==> config.mk <==
export PLATFORM = sky130hd
export DESIGN_NAME = pll_divider_search
export DESIGN_NICKNAME = d
export VERILOG_FILES = /design/src/pds_pkg.sv /design/src/pds_sub.sv /design/src/pds_mul.sv /design/src/pll_divider_search.sv
export SDC_FILE = /design/constraint.sdc
export NUM_CORES = 1
export LEC_CHECK = 0
export ABC_CLOCK_PERIOD_IN_PS = 8600
export BUFFER_PORTS_ARGS = -buffer_cell sky130_fd_sc_hd__buf_2
export CAP_MARGIN = 20
export CORE_MARGIN = 4
export CORE_UTILIZATION = 64
export CTS_CLUSTER_DIAMETER = 40
export DETAILED_ROUTE_END_ITERATION = 10
export PLACE_DENSITY = 0.89
export SLEW_MARGIN = 10
export SYNTH_ARGS = -nofsm -noshare
export SYNTH_HDL_FRONTEND = slang
export SYNTH_SLANG_ARGS = --single-unit
==> constraint.sdc <==
create_clock -name clock -period 8.6 [get_ports clock]
set_input_delay 0.43 -clock clock [delete_from_list [all_inputs] [get_ports clock]]
set_output_delay 0.43 -clock clock [all_outputs]
set_load 0.02 [all_outputs]
==> src/pds_pkg.sv <==
`default_nettype none

package pds_pkg;

   // One request word: the reference and the wanted output frequency.
   typedef struct packed {
      logic [31:0] input_freq_hz;
      logic [31:0] target_freq_hz;
   } pds_req_type;

   // One result word: the first divider set that meets every limit, or all zero when none does.
   typedef struct packed {
      logic       found;
      logic [7:0] feedback_div;
      logic [3:0] pre_div;
      logic [2:0] post_div_one;
      logic [2:0] post_div_two;
   } pds_rsp_type;

   localparam logic [31:0] FIN_MIN = 32'd5000000;
   localparam logic [31:0] FIN_MAX = 32'd64000000;
   localparam logic [7:0]  FBD_MIN = 8'd16;
   localparam logic [7:0]  FBD_MAX = 8'd200;
   localparam logic [31:0] VCO_MIN = 32'd500000000;
   localparam logic [31:0] VCO_MAX = 32'd2000000000;

   // Quotient bits produced by the feedback division, plus one overflow step.
   localparam int FBD_BITS = 8;

endpackage

`default_nettype wire

==> src/pds_sub.sv <==
`default_nettype none

// Shared compare-and-subtract unit: one restoring division step.
module pds_sub #(
   parameter int W = 42
) (
   input  wire logic [W-1:0] rem,
   input  wire logic [W-1:0] val,
   output logic              ge,
   output logic [W-1:0]      diff
);

   assign ge   = (rem >= val);
   assign diff = rem - val;

endmodule

`default_nettype wire

==> src/pds_mul.sv <==
`default_nettype none

// Shared multiplier, 32 bits by a narrow operand; the caller registers the product.
module pds_mul #(
   parameter int M_W = 10
) (
   input  wire logic [31:0]     a,
   input  wire logic [M_W-1:0]  b,
   output logic [31+M_W:0]      p
);

   assign p = {{M_W{1'b0}}, a} * {32'b0, b};

endmodule

`default_nettype wire

==> src/pll_divider_search.sv <==
`default_nettype none

// Channel   Ports                       Handshake
// request   start, busy, req_data       taken when start is high and busy is low
// response  rsp_valid, rsp_data         shown for one cycle, cannot be held off
//
// Each prescaler costs a bit-serial division of all 32 input bits for the prescaled input
// and a range check. Each post divider pair (p1 >= p2 only) then costs three multiplies,
// up to nine division steps, one multiply and one check, all on one shared multiplier
// and one shared compare-and-subtract unit. The search stops at the first match.
// Reset returns the sequencer to idle; busy falls in the cycle the result word is shown,
// and the receiver cannot stall it.
module pll_divider_search #(
   parameter int MAX_PRE  = 8,
   parameter int MAX_POST = 7
) (
   input  wire logic                  clock,
   input  wire logic                  reset,
   input  wire logic                  start,
   output logic                       busy,
   input  wire pds_pkg::pds_req_type  req_data,
   output logic                       rsp_valid,
   output pds_pkg::pds_rsp_type       rsp_data
);

   import pds_pkg::*;

   localparam int PRE_W  = $clog2(MAX_PRE + 1);
   localparam int POST_W = $clog2(MAX_POST + 1);
   localparam int MW_RAW = PRE_W + 2 * POST_W;
   localparam int M_W    = (MW_RAW > FBD_BITS) ? MW_RAW : FBD_BITS;
   localparam int W      = 32 + M_W;

   typedef enum logic [3:0] {
      S_IDLE,
      S_FIN_DIV,
      S_FIN_CHK,
      S_MUL_POST,
      S_MUL_M,
      S_MUL_N,
      S_FBD_DIV,
      S_MUL_VCO,
      S_CHECK
   } state_type;

   state_type         state_ff, state_in;
   pds_req_type       req_ff, req_in;
   logic [PRE_W-1:0]  pre_ff, pre_in;
   logic [POST_W-1:0] p1_ff, p1_in;
   logic [POST_W-1:0] p2_ff, p2_in;
   logic [W-1:0]      rem_ff, rem_in;
   logic [W-1:0]      dsr_ff, dsr_in;
   logic [W-1:0]      prod_ff, prod_in;
   logic [31:0]       quo_ff, quo_in;
   logic [31:0]       fin_ff, fin_in;
   logic [7:0]        fbd_ff, fbd_in;
   logic [4:0]        cnt_ff, cnt_in;
   logic              rsp_valid_ff, rsp_valid_in;
   pds_rsp_type       rsp_ff, rsp_in;

   logic [W-1:0]      sub_rem, sub_val, sub_diff;
   logic              sub_ge;
   logic [31:0]       mul_a;
   logic [M_W-1:0]    mul_b;
   logic [W-1:0]      mul_p;
   logic [W-1:0]      step_rem;

   pds_sub #(.W(W)) u_sub (
      .rem  (sub_rem),
      .val  (sub_val),
      .ge   (sub_ge),
      .diff (sub_diff)
   );

   pds_mul #(.M_W(M_W)) u_mul (
      .a (mul_a),
      .b (mul_b),
      .p (mul_p)
   );

   always_comb begin
      if (state_ff == S_FIN_DIV) begin
         sub_rem = {rem_ff[W-2:0], req_ff.input_freq_hz[cnt_ff]};
         sub_val = W'(pre_ff);
      end else begin
         sub_rem = rem_ff;
         sub_val = dsr_ff;
      end
      step_rem = sub_ge ? sub_diff : sub_rem;
   end

   always_comb begin
      mul_a = '0;
      mul_b = '0;
      unique case (state_ff)
         S_MUL_POST: begin
            mul_a = 32'(p1_ff);
            mul_b = M_W'(p2_ff);
         end
         S_MUL_M: begin
            mul_a = prod_ff[31:0];
            mul_b = M_W'(pre_ff);
         end
         S_MUL_N: begin
            mul_a = req_ff.target_freq_hz;
            mul_b = prod_ff[M_W-1:0];
         end
         S_MUL_VCO: begin
            mul_a = fin_ff;
            mul_b = M_W'(fbd_ff);
         end
         default: begin
         end
      endcase
   end

   always_comb begin
      logic to_next, to_pre;

      state_in     = state_ff;
      req_in       = req_ff;
      pre_in       = pre_ff;
      p1_in        = p1_ff;
      p2_in        = p2_ff;
      rem_in       = rem_ff;
      dsr_in       = dsr_ff;
      prod_in      = prod_ff;
      quo_in       = quo_ff;
      fin_in       = fin_ff;
      fbd_in       = fbd_ff;
      cnt_in       = cnt_ff;
      rsp_valid_in = 1'b0;
      rsp_in       = rsp_ff;
      to_next      = 1'b0;
      to_pre       = 1'b0;

      unique case (state_ff)
         S_IDLE: begin
            if (start) begin
               req_in   = req_data;
               pre_in   = PRE_W'(1);
               rem_in   = '0;
               quo_in   = '0;
               cnt_in   = 5'd31;
               state_in = S_FIN_DIV;
            end
         end
         S_FIN_DIV: begin
            rem_in = step_rem;
            quo_in = {quo_ff[30:0], sub_ge};
            cnt_in = cnt_ff - 5'd1;
            if (cnt_ff == 5'd0) begin
               state_in = S_FIN_CHK;
            end
         end
         S_FIN_CHK: begin
            fin_in = quo_ff;
            p1_in  = POST_W'(1);
            p2_in  = POST_W'(1);
            if (quo_ff >= FIN_MIN && quo_ff <= FIN_MAX) begin
               state_in = S_MUL_POST;
            end else begin
               to_pre = 1'b1;
            end
         end
         S_MUL_POST: begin
            prod_in  = mul_p;
            state_in = S_MUL_M;
         end
         S_MUL_M: begin
            prod_in  = mul_p;
            state_in = S_MUL_N;
         end
         S_MUL_N: begin
            // Divisor starts at the reference shifted past the widest legal quotient.
            rem_in   = mul_p;
            dsr_in   = W'({req_ff.input_freq_hz, 8'b0});
            quo_in   = '0;
            cnt_in   = 5'(FBD_BITS);
            state_in = S_FBD_DIV;
         end
         S_FBD_DIV: begin
            rem_in = step_rem;
            dsr_in = dsr_ff >> 1;
            quo_in = {quo_ff[30:0], sub_ge};
            cnt_in = cnt_ff - 5'd1;
            if (cnt_ff == 5'(FBD_BITS) && sub_ge) begin
               // Quotient of 256 or more cannot be a legal feedback divider.
               to_next = 1'b1;
            end else if (cnt_ff == 5'd0) begin
               fbd_in   = quo_in[7:0];
               state_in = S_MUL_VCO;
            end
         end
         S_MUL_VCO: begin
            prod_in  = mul_p;
            state_in = S_CHECK;
         end
         S_CHECK: begin
            // The output limit equals the VCO maximum and the post divide is at
            // least one, so the VCO check covers it.
            if (fbd_ff >= FBD_MIN && fbd_ff <= FBD_MAX &&
                prod_ff >= W'(VCO_MIN) && prod_ff <= W'(VCO_MAX)) begin
               rsp_valid_in         = 1'b1;
               rsp_in.found         = 1'b1;
               rsp_in.feedback_div  = fbd_ff;
               rsp_in.pre_div       = 4'(pre_ff);
               rsp_in.post_div_one  = 3'(p1_ff);
               rsp_in.post_div_two  = 3'(p2_ff);
               state_in             = S_IDLE;
            end else begin
               to_next = 1'b1;
            end
         end
         default: begin
            state_in = S_IDLE;
         end
      endcase

      // Pairs with p1 below p2 are never visited: p1 restarts at p2.
      if (to_next) begin
         if (p1_ff < POST_W'(MAX_POST)) begin
            p1_in    = p1_ff + POST_W'(1);
            state_in = S_MUL_POST;
         end else if (p2_ff < POST_W'(MAX_POST)) begin
            p2_in    = p2_ff + POST_W'(1);
            p1_in    = p2_ff + POST_W'(1);
            state_in = S_MUL_POST;
         end else begin
            to_pre = 1'b1;
         end
      end

      if (to_pre) begin
         if (pre_ff < PRE_W'(MAX_PRE)) begin
            pre_in   = pre_ff + PRE_W'(1);
            rem_in   = '0;
            quo_in   = '0;
            cnt_in   = 5'd31;
            state_in = S_FIN_DIV;
         end else begin
            rsp_valid_in = 1'b1;
            rsp_in       = '0;
            state_in     = S_IDLE;
         end
      end
   end

   always_ff @(posedge clock) begin
      if (reset) begin
         state_ff     <= S_IDLE;
         rsp_valid_ff <= 1'b0;
      end else begin
         state_ff     <= state_in;
         rsp_valid_ff <= rsp_valid_in;
      end
      req_ff  <= req_in;
      pre_ff  <= pre_in;
      p1_ff   <= p1_in;
      p2_ff   <= p2_in;
      rem_ff  <= rem_in;
      dsr_ff  <= dsr_in;
      prod_ff <= prod_in;
      quo_ff  <= quo_in;
      fin_ff  <= fin_in;
      fbd_ff  <= fbd_in;
      cnt_ff  <= cnt_in;
      rsp_ff  <= rsp_in;
   end

   assign busy      = (state_ff != S_IDLE);
   assign rsp_valid = rsp_valid_ff;
   assign rsp_data  = rsp_ff;

endmodule

`default_nettype wire
==> results of run 1 <==
[Yosys cell counts (all sizes together), types with 17 or more instances]
cell    number
and2        29
a31oi       22
a222oi      21
nor2       309
nand2      595
and3        41
inv        255
fa         239
o21a        17
a22oi       55
nand4       23
a21o        43
mux2i       30
dfxtp      113
xnor2       47
clkbuf     124
nand3       57
xor2        29
nand2b      19
ha         122
edfxtp     186
buf         33
o21ai       74
a21oi      149
nor3        26
[metrics by stage]
stage               cell area [um2]  setup slack (ns)
floorplan                     25440             1.354
global placement              26260            0.5235
detailed placement            26290            0.2963
CTS                           27870            0.3062
global route                  27880          -0.01829
finish                        27880            0.3948
[flip-flops by register name (all words and copies together), names as in the netlist]
name and cells:
pre_ff 4, rsp_data 19, p2_ff 3, fbd_ff 8, fin_ff 32, dsr_ff 40, state_ff 4, rem_ff 42
rsp_valid 1, prod_ff 42, p1_ff 3, req_ff 64, quo_ff 32, cnt_ff 5
[power by group]
| part | internal (uW) | switching, uW |
|---|---|---|
| clock network | 1110 | 737 |
| logic | 639 | 936 |
| registers | 1630 | 98.1 |
[worst reg2reg max path: cells and delay by family (launching register included)]
| family | cells | cell delay, ns |
|---|---|---|
| fa+ha+maj | 6 | 3.07 |
| simple gates | 9 | 2.51 |
| compound gates | 5 | 1.36 |
| flops | 1 | 0.60 |
| buf+inv | 3 | 0.55 |
[cells by family after synthesis]
family | count (synthesis) | synth area share, %
AOI/OAI and AO/OA | 507 | 13.50
buffers and inverters | 412 | 6.330
DFF | 299 | 30.85
and+or+nand+nor | 1152 | 19.25
muxes | 53 | 2.641
adders and majority gates | 361 | 24.81
xor gates and xnor gates | 76 | 2.617
[placed cells by master (no fill, tap or decap), drive strengths merged, types with 10 or more instances in the layout]
cell type	instances
dfxtp	113
xor2	29
edfxtp	186
nand4	23
fa	239
nor4	12
ha	122
and3	41
o21a	17
inv	269
o21ai	74
clkbuf	45
xnor2	47
nand3	57
nand2b	19
o21bai	12
buf	129
clkinv	10
mux4	10
a31oi	22
a21o	43
a21oi	149
mux2	13
a222oi	21
a22oi	55
nor2	309
o211ai	13
nor3	26
and2	29
nand2	595
mux2i	30
a211oi	14
[how the worst max path moves through the flow]
| stage | start | slack, ns | to |
|---|---|---|---|
| after floorplan | state_ff[0]$_SDFF_PP0_ | 1.35 | rem_ff[36]$_DFF_P_ |
| after global placement | state_ff[3]$_SDFF_PP0_ | 0.52 | rem_ff[36]$_DFF_P_ |
| after detailed placement | state_ff[3]$_SDFF_PP0_ | 0.30 | rem_ff[36]$_DFF_P_ |
| after global routing | state_ff[3]$_SDFF_PP0_ | -0.02 | rem_ff[41]$_DFF_P_ |
| final | state_ff[1]$_SDFF_PP0_ | 0.39 | rem_ff[36]$_DFF_P_ |
| after CTS | state_ff[3]$_SDFF_PP0_ | 0.31 | rem_ff[36]$_DFF_P_ |
[final cells by class]
type,instances,share of cell area [%]
Timing Repair Buffer,136,3.061
Multi-Input combinational cell,2149,57.62
Inverter,255,3.443
Clock buffer,45,3.923
Sequential cell,299,28.15
Tap cell,518,2.325
Clock inverter,33,1.477
[routing by layer]
metal  track usage, %  up-vias
met4            14.71        0
li1                 -     9741
met3            7.133      227
met2            54.84     1247
met1            45.81    10470
met5                0        -
[what timing repair did]
action | in CTS | in global routing
hold endpoints to repair | 7 | 0
setup endpoints to repair | 0 | 15
gates resized for setup | 0 | 2
setup buffers | 0 | 0
hold buffers | 7 | 0
==> results.txt, run 1 <==
Nets: 3311
chip height: 207.4 um
Post-Syn Nets: 3288
FMAX: 121.9 MHz
top post-synthesis cells by area: edfxtp_1 (22%), fa_1 (19%), dfxtp_1 (8.9%), nand2_1 (8.8%), ha_1 (6.0%)
maximum root-to-sink buffer count: 3
drt first pass iters: 7
CTS buffer count: 42
r2r endpoint: rem_ff[36]$_DFF_P_
P&R area growth vs syn: 9.586%
CP max-delay cell: dfxtp_1
final slew viol count: 0
WHS Endpoint: req_ff[56]$_DFFE_PP_
FF-to-FF path depth: 23
sequential share of the synthesized area: 30.85%
initial core utilization: 65.21%
final worst path period need: 8.205 ns
Die Span X: 207.4 um
count of state elements after synthesis: 299
required time worst endpoint: 9.07 ns
hold wc startpoint: req_data[56]
Crit. path cell count: 23
cell taking the most area after synthesis: edfxtp_1
Cells after DPL: 3350
fin util: 71.47%
PD cells: 184.7 nW/um2
Slew headroom: 23.42%
Core Region: 39010 um2
measured slew at the worst slew-check pin: 1.146 ns
Crit path buffers/inverters: 3
gr usage total: 34.27%
top cell type's share of synthesized area: 21.96%
period utilization: 95.41%
maxcap violations: 0
Hold Crit Class: input pin to flip-flop
CTS H-tree depth: 2
CP Max Fanout: 25
Leak: 0.01259 uW
clock tree from TritonCTS: done
Via density: 6.313
vias in the first global route: 21.88k
Reg-to-Reg Start: state_ff[1]$_SDFF_PP0_
placer congestion estimate: 0.9936
Hold Crit Depth: 1
R2R Setup Slk: 0.39 ns
Multi-input gate area: 16060 um2
die area: 43000 um2
total global routing overflow: 0
syn_area_per_cell: 8.894 um2
via count: 21.69k
DR DRC count: 0
num ports: 88
Post-synth ARST share: 0%
CP most frequent cell: fa_1
Synth cell types: 85
Post-synth top flop: edfxtp_1
status: completed
Post-Syn Area: 25440 um2
Worst Setup End Kind: flip-flop
worst-skew pair later-pin latency: 0.58 ns
first-pass GRT wire length: 118.7 mm
DR iter-0 viols: 2235
FP Rows: 72
final hold slack: 0.01935 ns
delay-heaviest family, CP: adder cells
CP startpoint kind: flip-flop
critical path, cell by cell: nand2_1 > nor2_4 > buf_4 > nand2_1 > and3_1 > nor2_1 > fa_1 > fa_1 > fa_1 > fa_1 > inv_1 > fa_1 > inv_1 > ha_1 > nand2_1 > or4_1 > a2111o_1 > nand3_1 > o21ai_1 > a2111oi_1 > or2_2 > o21ai_0 > o311a_1
Cells after Synth: 2860
non-filler cells, final: 3435
Post-DP HPWL: 57.59 mm
maximum VDD drop: 204.8 uV
Synth Warn #: 0
ANT cells: 0
pin count of the biggest net entering global routing: 70
CP arrival: 8.67 ns
FF+latch area: 7848 um2
CTS root buffer: clkbuf_16
met3 routed WL: 7.135 mm
number of fill cells: 2947
final setup skew: 0.02417 ns
wire length on met1: 29.15 mm
critical path class: flip-flop to flip-flop
number of synthesized flops with an enable pin: 186
setup_tns: 0 ns
uppermost layer routed: met4
slowest cell delay on critical path: 0.60 ns
final hold violation count: 0
Buffers on Ports: 87
Clock transition at path regs: 0.06 ns
DR WL/cell: 21.69 um
Antenna Nets Post-Route: 0
initial antenna violation count: 0
Detailed Route WL: 74.51 mm
met2 wire length: 34.54 mm
Num Clock Sinks: 299
final setup fails: 0
fraction of layout cells with a size suffix above 1: 8.982%
total chip power: 5148 uW
Note: power is estimated with default switching activity, not from simulation.
==> inputs of run 2 (changes only) <==
--- a/config.mk
+++ b/config.mk
@@ -8,11 +8,13 @@
 export ABC_CLOCK_PERIOD_IN_PS = 8600
 export BUFFER_PORTS_ARGS = -buffer_cell sky130_fd_sc_hd__buf_2
 export CAP_MARGIN = 20
+export CELL_PAD_IN_SITES_DETAIL_PLACEMENT = 0
+export CELL_PAD_IN_SITES_GLOBAL_PLACEMENT = 1
 export CORE_MARGIN = 4
-export CORE_UTILIZATION = 64
+export CORE_UTILIZATION = 50
 export CTS_CLUSTER_DIAMETER = 40
 export DETAILED_ROUTE_END_ITERATION = 10
-export PLACE_DENSITY = 0.89
+export PLACE_DENSITY = 0.94
 export SLEW_MARGIN = 10
 export SYNTH_ARGS = -nofsm -noshare
 export SYNTH_HDL_FRONTEND = slang
==> run 2 against run 1 <==
Clock skew is 0.0043 ns higher; hold slack improved by 0.0038 ns; critical path type unchanged; highest routed layer unchanged; largest cell class unchanged; cell area increased by 3.1%; clock power increased by 14%; critical endpoint is now rem_ff[41]$_DFF_P_; wire length shrank 0.76%; power up 5.1%; first-iteration DRC count shrank 14%; non-clock buffer count grew 40; critical path depth is 1 higher.
==> results.txt, run 2 (synthesized netlist as in run 1, its figures left out) <==
status: completed
CTS root buffer: clkbuf_16
FMAX: 123.0 MHz (+0.89%)
fin worst setup slack: 0.4671 ns (+0.07227 ns)
first-pass GRT wire length: 118.4 mm (-0.23%)
Nets: 3359 (+1.4%)
CP max-delay cell: buf_4
Final Cell Area: 28730 um2 (+3.1%)
total chip power: 5413 uW (+5.1%)
Detailed Route WL: 73.94 mm (-0.76%)
Core Region: 50270 um2 (+29%)
Clock transition at path regs: 0.06 ns (about the same)
Post-DP HPWL: 56.99 mm (-1.0%)
setup slack at placement: 0.3033 ns (+0.006945 ns)
maxcap violations: 0 (unchanged)
CP Max Fanout: 52 (+110%)
most frequent cells in the layout: nand2_1 (593), nor2_1 (306), inv_1 (254), fa_1 (239), edfxtp_1 (186)
PD cells: 188.4 nW/um2 (+2.0%)
CP startpoint kind: flip-flop
DR DRC count: 0 (unchanged)
cell area after placement: 26430 um2 (+0.52%)
critical path class: flip-flop to flip-flop
via count: 21.16k (-2.4%)
P&R area growth vs syn: 12.94%
CP most frequent cell: fa_1
max reg flops: 64 (unchanged)
final setup fails: 0 (unchanged)
vias in the first global route: 21.58k (-1.4%)
Worst Setup End Kind: flip-flop
slowest cell delay on critical path: 0.57 ns (-0.03 ns)
initial antenna violation count: 0 (unchanged)
clock tree from TritonCTS: done
fraction of layout cells with a size suffix above 1: 9.418% (+0.44 points)
Leak: 0.01290 uW (+2.5%)
Biggest register: req_ff
Top Registers: req_ff x64, prod_ff x42, rem_ff x42
DR iter-0 viols: 1931 (-14%)
gr usage total: 27.37% (-6.9 points)
Hold Crit Depth: 1 (unchanged)
placer congestion estimate: 0.9782 (-1.5%)
Hold Crit Class: input pin to flip-flop
Num Clock Sinks: 299 (unchanged)
CP arrival: 8.62 ns (-0.05 ns)
final hold violation count: 0 (unchanged)
die area: 54550 um2 (+27%)
maximum VDD drop: 194.9 uV (-4.8%)
FF-to-FF path depth: 24 (+4.3%)
critical path, cell by cell: nand2b_1 > nor3b_4 > buf_4 > nand2_1 > nand3_1 > nand2_1 > fa_1 > inv_1 > fa_1 > fa_1 > fa_1 > inv_1 > fa_1 > inv_1 > ha_1 > a21o_1 > a21o_1 > a221oi_1 > o21ai_0 > a21oi_1 > o21ai_0 > a21oi_1 > mux2i_1 > o41a_1
DR WL/cell: 20.28 um (-6.5%)
setup_tns: 0 ns (unchanged)
Post-CTS Setup Bufs: 0 (unchanged)
measured slew at the worst slew-check pin: 1.080 ns (-0.06599 ns)
final worst path period need: 8.133 ns (-0.07227 ns)
most common cell after layout, fill and taps aside: nand2_1
Slew headroom: 28.01% (+4.6 points)
worst-skew pair later-pin latency: 0.60 ns (+0.02 ns)
Antenna Nets Post-Route: 0 (unchanged)
total global routing overflow: 0 (unchanged)
pin count of the biggest net entering global routing: 70 (unchanged)
Via density: 5.805 (-8.0%)
initial core utilization: 50.60% (-15 points)
fin util: 57.15% (-14 points)
chip height: 233.6 um (+13%)
FP Rows: 82 (+14%)
final setup skew: 0.02850 ns (+0.004327 ns)
period utilization: 94.57% (-0.84 points)
drt first pass iters: 8 (+1)
required time worst endpoint: 9.09 ns (+0.02 ns)
maximum root-to-sink buffer count: 3 (unchanged)
CTS H-tree depth: 2 (unchanged)
num ports: 88 (unchanged)
CTS buffer count: 50 (+19%)
Die Span X: 233.6 um (+13%)
ANT cells: 0 (unchanged)
Buffers on Ports: 87 (unchanged)
final slew viol count: 0 (unchanged)
RSZ-0062 raised after global routing: no
==> run 2: metrics by stage <==
step | cells | hold slack [ns]
6_report | 3645 | 0.02314
5_1_grt | 3645 | 0.01051
4_1_cts | 3644 | 0.00002104
3_5_place_dp | 3501 | 0.4698
3_3_place_gp | 3501 | 0.4456
2_1_floorplan | 2860 | 0.4313
==> run 2: path summary, 6_finish.rpt <==
| check | startpoint | endpoint | slack (ns) |
|---|---|---|---|
| worst max register to register | state_ff[2]$_SDFF_PP0_ | rem_ff[41]$_DFF_P_ | 0.47 |
| worst max-delay path | state_ff[2]$_SDFF_PP0_ | rem_ff[41]$_DFF_P_ | 0.47 |
| worst min register to register | quo_ff[31]$_DFF_P_ | fin_ff[31]$_DFFE_PP_ | 0.47 |
| worst min-delay path | req_data[20] | req_ff[20]$_DFFE_PP_ | 0.02 |
==> run 2: what timing repair did <==
| item | in CTS | in global routing |
|---|---|---|
| endpoints found under the hold margin | 49 | 0 |
| resized for setup | 0 | 4 |
| hold buffers | 49 | 0 |
| setup endpoints to repair | 0 | 6 |
==> run 2: cell type report <==
type | instances | area (um2)
clock buffers | 55 | 1290
clock inverters | 39 | 498.0
fillers | 4358 | 21540
inverters | 255 | 959.7
multi-input cells | 2149 | 16070
flip-flops and latches | 299 | 7848
well taps | 672 | 840.8
repair buffers | 176 | 1226
==> run 2: routing by layer <==
layer	up-vias	part of all wire (%)	global-route usage, %
li1	9829	-	-
met1	10240	41	36.96
met2	960	47	45.29
met3	132	8.3	5.122
met4	0	3.1	7.761
met5	-	0	0
==> run 2: critical path, delay by kind of cell, from the launching register on <==
kind / cells / cell delay (ns)
flops: 1 / 0.43
fa+ha+maj: 6 / 2.97
mux: 1 / 0.12
buf+inv: 4 / 0.73
simple gates: 5 / 1.35
compound gates: 8 / 2.33
==> run 2: where the power goes <==
| group | internal [uW] | switching [uW] |
|---|---|---|
| combinational | 649 | 933 |
| sequential | 1630 | 97.2 |
| clock | 1280 | 821 |
